==> src/rtl/core/cpe_pkg.sv <==
// shared types and codes of the copy-paste edit distance core
`default_nettype none

package cpe_pkg;

  localparam logic [1:0] ACT_SRC = 2'd0;
  localparam logic [1:0] ACT_TGT = 2'd1;
  localparam logic [1:0] ACT_RUN = 2'd2;
  // unused code: the item is taken and ignored
  localparam logic [1:0] ACT_NOP = 2'd3;

  localparam int unsigned DIST_W   = 9;
  localparam int unsigned DIST_SAT = 511;
  localparam int unsigned LIM_W    = 6;
  localparam logic [LIM_W-1:0] COPY_LIMIT_RESET = 6'd20;

  typedef struct packed {
    logic load_src;
    logic load_tgt;
    logic start;
    logic mj_rd;
    logic mj_lat;
    logic me_rd;
    logic me_calc;
    logic mj_wr;
    logic r_start;
    logic d_rd;
    logic d_base;
    logic d_copy;
    logic finish;
  } cmd_t;

  typedef struct packed {
    logic tgt_empty;
    logic j_one;
    logic j_last;
    logic e_one;
    logic rows_done;
    logic mask_zero;
    logic out_busy;
  } sts_t;

endpackage

`default_nettype wire

==> src/rtl/core/cpe_ctrl.sv <==
// controller state machine: sequences loads, copy-mask build and table fill
`default_nettype none

module cpe_ctrl import cpe_pkg::*; (
  input  wire logic       clk_i,
  input  wire logic       rst_ni,
  input  wire logic       in_valid_i,
  output logic            in_ready_o,
  input  wire logic [1:0] action_i,
  input  wire sts_t       sts_i,
  output cmd_t            cmd_o
);

  localparam logic [3:0] S_IDLE    = 4'd0;
  localparam logic [3:0] S_MJ_RD   = 4'd1;
  localparam logic [3:0] S_MJ_LAT  = 4'd2;
  localparam logic [3:0] S_ME_RD   = 4'd3;
  localparam logic [3:0] S_ME_CALC = 4'd4;
  localparam logic [3:0] S_MJ_WR   = 4'd5;
  localparam logic [3:0] S_R_START = 4'd6;
  localparam logic [3:0] S_D_RD    = 4'd7;
  localparam logic [3:0] S_D_BASE  = 4'd8;
  localparam logic [3:0] S_D_COPY  = 4'd9;
  localparam logic [3:0] S_FINISH  = 4'd10;

  logic [3:0] state_q, state_d;
  logic       accept;

  // a compute item waits while the previous result is still held
  assign in_ready_o = (state_q == S_IDLE) && !((action_i == ACT_RUN) && sts_i.out_busy);
  assign accept     = in_valid_i && in_ready_o;

  always_comb begin
    cmd_o          = '0;
    cmd_o.load_src = accept && (action_i == ACT_SRC);
    cmd_o.load_tgt = accept && (action_i == ACT_TGT);
    cmd_o.start    = accept && (action_i == ACT_RUN);
    cmd_o.mj_rd    = (state_q == S_MJ_RD);
    cmd_o.mj_lat   = (state_q == S_MJ_LAT);
    cmd_o.me_rd    = (state_q == S_ME_RD);
    cmd_o.me_calc  = (state_q == S_ME_CALC);
    cmd_o.mj_wr    = (state_q == S_MJ_WR);
    cmd_o.r_start  = (state_q == S_R_START);
    cmd_o.d_rd     = (state_q == S_D_RD);
    cmd_o.d_base   = (state_q == S_D_BASE);
    cmd_o.d_copy   = (state_q == S_D_COPY);
    cmd_o.finish   = (state_q == S_FINISH);
  end

  always_comb begin
    state_d = state_q;
    case (state_q)
      S_IDLE: begin
        if (cmd_o.start) begin
          state_d = sts_i.tgt_empty ? S_R_START : S_MJ_RD;
        end
      end
      S_MJ_RD:   state_d = S_MJ_LAT;
      S_MJ_LAT:  state_d = sts_i.j_one ? S_MJ_WR : S_ME_RD;
      S_ME_RD:   state_d = S_ME_CALC;
      S_ME_CALC: state_d = sts_i.e_one ? S_MJ_WR : S_ME_RD;
      S_MJ_WR:   state_d = sts_i.j_last ? S_R_START : S_MJ_RD;
      S_R_START: begin
        if (sts_i.rows_done) begin
          state_d = S_FINISH;
        end else if (!sts_i.tgt_empty) begin
          state_d = S_D_RD;
        end
      end
      S_D_RD:    state_d = S_D_BASE;
      S_D_BASE:  state_d = S_D_COPY;
      S_D_COPY: begin
        if (sts_i.mask_zero) begin
          state_d = sts_i.j_last ? S_R_START : S_D_RD;
        end
      end
      S_FINISH:  state_d = S_IDLE;
      default:   state_d = S_IDLE;
    endcase
  end

  always_ff @(posedge clk_i or negedge rst_ni) begin
    if (!rst_ni) begin
      state_q <= S_IDLE;
    end else begin
      state_q <= state_d;
    end
  end

endmodule

`default_nettype wire

==> config.mk <==
export PLATFORM = sky130hd
export DESIGN_NAME = cpe_ctrl
export DESIGN_NICKNAME = d
export VERILOG_FILES = /design/src/rtl/core/cpe_pkg.sv /design/src/rtl/core/cpe_ctrl.sv
export SDC_FILE = /design/constraint.sdc
export NUM_CORES = 1
export LEC_CHECK = 0
export ABC_AREA = 1
export BUFFER_PORTS_ARGS = -buffer_cell sky130_fd_sc_hd__buf_2
export CAP_MARGIN = 40
export CORE_AREA = 2 2 39 41
export DETAILED_ROUTE_END_ITERATION = 12
export DIE_AREA = 0 0 41 43
export PLACE_DENSITY = 0.66
export SETUP_SLACK_MARGIN = 0.02
export SLEW_MARGIN = 20
export SYNTH_ARGS = -nofsm -noshare
export SYNTH_HDL_FRONTEND = slang
export SYNTH_SLANG_ARGS = --single-unit
==> constraint.sdc <==
create_clock -name clk_i -period 2 [get_ports clk_i]
set_clock_uncertainty 0.15 [all_clocks]
set_input_delay 0.4 -clock clk_i [delete_from_list [all_inputs] [get_ports clk_i]]
set_output_delay 0.4 -clock clk_i [all_outputs]
set_load 0.05 [all_outputs]
# ---- After elaboration in Yosys (flattened, before gate mapping)
# Index checks and enable logic that the tools add are counted.
dict set report op_classes {
  eq_ne 15
  mux 10
  n_reduce_logical 10
}
# operator count
set op_table {}
lappend op_table {{4-bit one-hot mux with 10 select lines} 1}
lappend op_table {{4-bit by 3-bit equality test with 1-bit output, second input constant} 4}
lappend op_table {{4-bit two-way mux} 4}
lappend op_table {{4-bit equality test, second input constant} 3}
lappend op_table {{3-bit two-way mux} 4}
lappend op_table {{4-bit by 2-bit equality test with 1-bit output, second input constant} 2}
lappend op_table {{1-bit logical AND} 6}
lappend op_table {{4-bit by 1-bit equality test with 1-bit output, second input constant} 1}
lappend op_table {{4-bit zero test} 1}
lappend op_table {{2-bit != test, second input constant} 2}
lappend op_table {{3-bit != test, second input constant} 1}
lappend op_table {{3-bit AND reduction} 1}
lappend op_table {{2-bit by 1-bit equality test with 1-bit output, second input constant} 1}
lappend op_table {{2-bit equality test, second input constant} 1}
lappend op_table {{2-bit zero test} 1}
lappend op_table {{1-bit zero test} 1}
lappend op_table {{1-bit two-way mux} 1}
dict set report word_totals {
  ff_bits 4
  input_bits 12
  out_inout_bits 14
}

# ---- Longest topological paths before layout
dict set report logic_depth {
  depth_word 8
  mapped_depth 9
  mapped_depth_nobuf 9
}

# ---- Worst setup path before layout
# No wires, ideal clock.
dict set report synth_path {
  kind {reg2out}
  startpoint {register state_q[1]}
  endpoint {output port cmd_o[10] (netlist name)}
  t_arrival_ns 2.430
  required_time_ns 1.450
  path_slack_ns -0.980
  stages_incl_launch_ff 6
  n_path_buf 0
  cell_sequence {dfrtp_1 -> nor2_2 -> nand2_1 -> a21oi_2 -> nand2_1 -> nor3_1}
}
# element line
set synth_lines {}
lappend synth_lines {{from (decl)} cpe_ctrl.sv:26} ;# logic [3:0] state_q, state_d;
lappend synth_lines {{from (signal assigned)} cpe_ctrl.sv:86} ;# state_q <= state_d;
lappend synth_lines {{to (decl)} cpe_ctrl.sv:11} ;# output cmd_t cmd_o

==> flow_summary.json <==
{
  "via_per_inst": 4.75,
  "p_leak_nw": 0.533,
  "layout-drive-gt1-share_pct": 48.8,
  "synth_area_leaders": "nand2_1 (22%), dfrtp_1 (21%), inv_1 (11%)",
  "syn-cell-area_um2": 470,
  "synth_warnings": 0,
  "hold_path.class": "input pin to register",
  "dp_hpwl_um": 1160,
  "clockBufferDepth": 2,
  "yosysUniqueCellTypes": 16,
  "netlist.area_leader.share_pct": 21.5,
  "fin_crit_sh_pct": 98.9,
  "clkSinkCount": 4,
  "die-area_um2": 1760,
  "core_area_um2": 1380,
  "row_count": 14,
  "reg_top3": "state_q: 4 flops",
  "cts-root-buf": "clkbuf_4",
  "multiInputGateArea_um2": 394,
  "hold_slack_ps": 295,
  "r2r_end": "state_q[0]",
  "wl_um": 1500,
  "worst_pin_slew_ps": 242,
  "portBuffers": 25,
  "vias": 689,
  "yosysSeqAreaShare_pct": 21.3,
  "cp.required_ps": 1450,
  "regArea_um2": 101,
  "crit_type": "register to output pin",
  "finalHoldViolCount": 0,
  "top_register": "state_q",
  "die_h_um": 43,
  "drc": 0,
  "dr.pass1.iters": 5,
  "clkTransAtPathRegs_ps": 30,
  "ioPinCount": 26,
  "grt_start_max_net_pins": 6,
  "crit_path_start_kind": "register",
  "syn-num-nets": 99,
  "synth_cells": 87,
  "grt_pass1_wl_um": 2390,
  "largest_register_ffs": 4,
  "regToRegStartpoint": "state_q[0]",
  "gp_routability_congestion": 0.747,
  "clk_latency_ps": 230,
  "drtIter0Drc": 4,
  "hold_path_end": "state_q[3]",
  "slew_viol_final": 0,
  "die_x_um": 41,
  "ys_ff_latch": 4,
  "nets": 143,
  "fmax_mhz": 506,
  "final_common_cell": "nand2_1",
  "hold_start": "sts_i[2]",
  "drv_cap": 0,
  "mostFrequentLayoutCells": "nand2_1 (25), buf_4 (17), inv_1 (14), buf_2 (14), nor2_1 (9)",
  "setup_viol": 0,
  "worstHoldPathCells": 3,
  "antenna_found_initial": 0,
  "synth.avg_cell_area_um2": 5.41,
  "ir_drop_uv": 768,
  "numCtsBuffers": 3,
  "grt_overflow_total": 0,
  "power_density_nw_per_um2": 1590,
  "fin_setup_tns_ps": 0,
  "grt.total_usage_pct": 19.2,
  "wl_per_cell_um": 10.4,
  "cp.arrival_ps": 1430,
  "initial_core_util_pct": 34.0,
  "antennaDiodeCount": 0,
  "cp_max_fo": 3,
  "ant_nets": 0,
  "r2r_cells": 9,
  "reg2reg_slack_ps": 380,
  "status": "finished clean",
  "final.fill_count": 126,
  "htreeDepth": 1,
  "grt_setup_unrepaired": "yes",
  "period_minus_slack_ps": 1980,
  "cts_tree": "done",
  "synth_area_leader_cell": "nand2_1",
  "endpoint_kind": "output pin",
  "grt_pass1_vias": 625,
  "syn_to_final_growth_pct": 88.0,
  "slew_headroom_pct": 83.8
}
[critical path: stages, from the launching register on]
cell	delay, ps
dfrtp_1	400
nor2_4	160
nand2_4	70
a21oi_4	150
nand2_4	100
nor3_4	140
buf_6	180
[per-layer routing]
layer  part of all wire [%]  wire length, um  up-vias  track usage, %
li1                       -                -      354               -
met1                     41              613      316            22.6
met2                     55              829       19            33.8
met3                    4.1               61        0            2.09
met4                      0                0        0            6.00
met5                      0                0        -               0
[cells in the mapped netlist]
library cell   n
o211ai_1       1
nand3_1        7
nand3b_1       2
a31oi_1        1
nand2_2        3
o21ai_0        1
a21oi_2        1
nor2_2         3
a21oi_1        1
nand2_1       27
nor3_1         5
nor2_1        14
inv_1         14
inv_2          2
dfrtp_1        4
nor2_4         1
[cell families (layout without fill, tap and decap cells)]
family | Yosys count | in the layout | share of synthesized area, %
AO/OA/AOI/OAI | 5 | 5 | 6.91
buffers and inverters | 16 | 58 | 12.8
flip-flops | 4 | 4 | 21.3
AND/OR/NAND/NOR | 62 | 62 | 59.0
[metrics by stage]
stage | cell area, um^2 | utilization, % | power [mW] | worst slack, ps | instances
after floorplan | 538 | - | 0.876 | -214 | 87
after global placement | 736 | 53.2 | 1.13 | 86.1 | 135
after detailed placement | 736 | 53.2 | 1.13 | 44.0 | 135
after CTS | 837 | 60.5 | 1.35 | -6.58 | 144
after global routing | 885 | 63.9 | 1.52 | -40.8 | 145
final | 885 | 63.9 | 1.41 | 22.9 | 145
[worst max-delay path by stage]
stage           startpoint         to  slack (ps)  depth (start not counted)
6_report        state_q[0]  cmd_o[10]          20                          6
4_1_cts         state_q[1]  cmd_o[10]          -7                          6
5_1_grt         state_q[0]  cmd_o[10]         -40                          6
2_1_floorplan   state_q[0]  cmd_o[10]        -210                          5
3_3_place_gp   action_i[1]  cmd_o[10]          90                          7
3_5_place_dp   action_i[1]  cmd_o[10]          40                          7
[where the power goes]
group	switching, mW	internal, mW	leakage [nW]
registers	0.0370	0.121	0.0507
logic	0.738	0.418	0.469
clock network	0.0271	0.0667	0.0138
total	0.802	0.605	0.533
[what timing repair did]
action                                 4_1_cts  5_1_grt
endpoints found under the hold margin        4        0
setup endpoints to repair                    6       10
resized for setup                           11       16
pin swaps                                    4        2
hold buffers                                 1        0
setup buffers                                5        1
[area by class of cell]
| cell class | count | area share, % |
|---|---|---|
| Timing Repair Buffer | 39 | 32.4 |
| Multi-Input combinational cell | 67 | 44.6 |
| Clock buffer | 3 | 2.55 |
| Inverter | 16 | 6.79 |
| Sequential cell | 4 | 11.5 |
| Tap cell | 16 | 2.26 |
(Power assumes the default switching activity.)
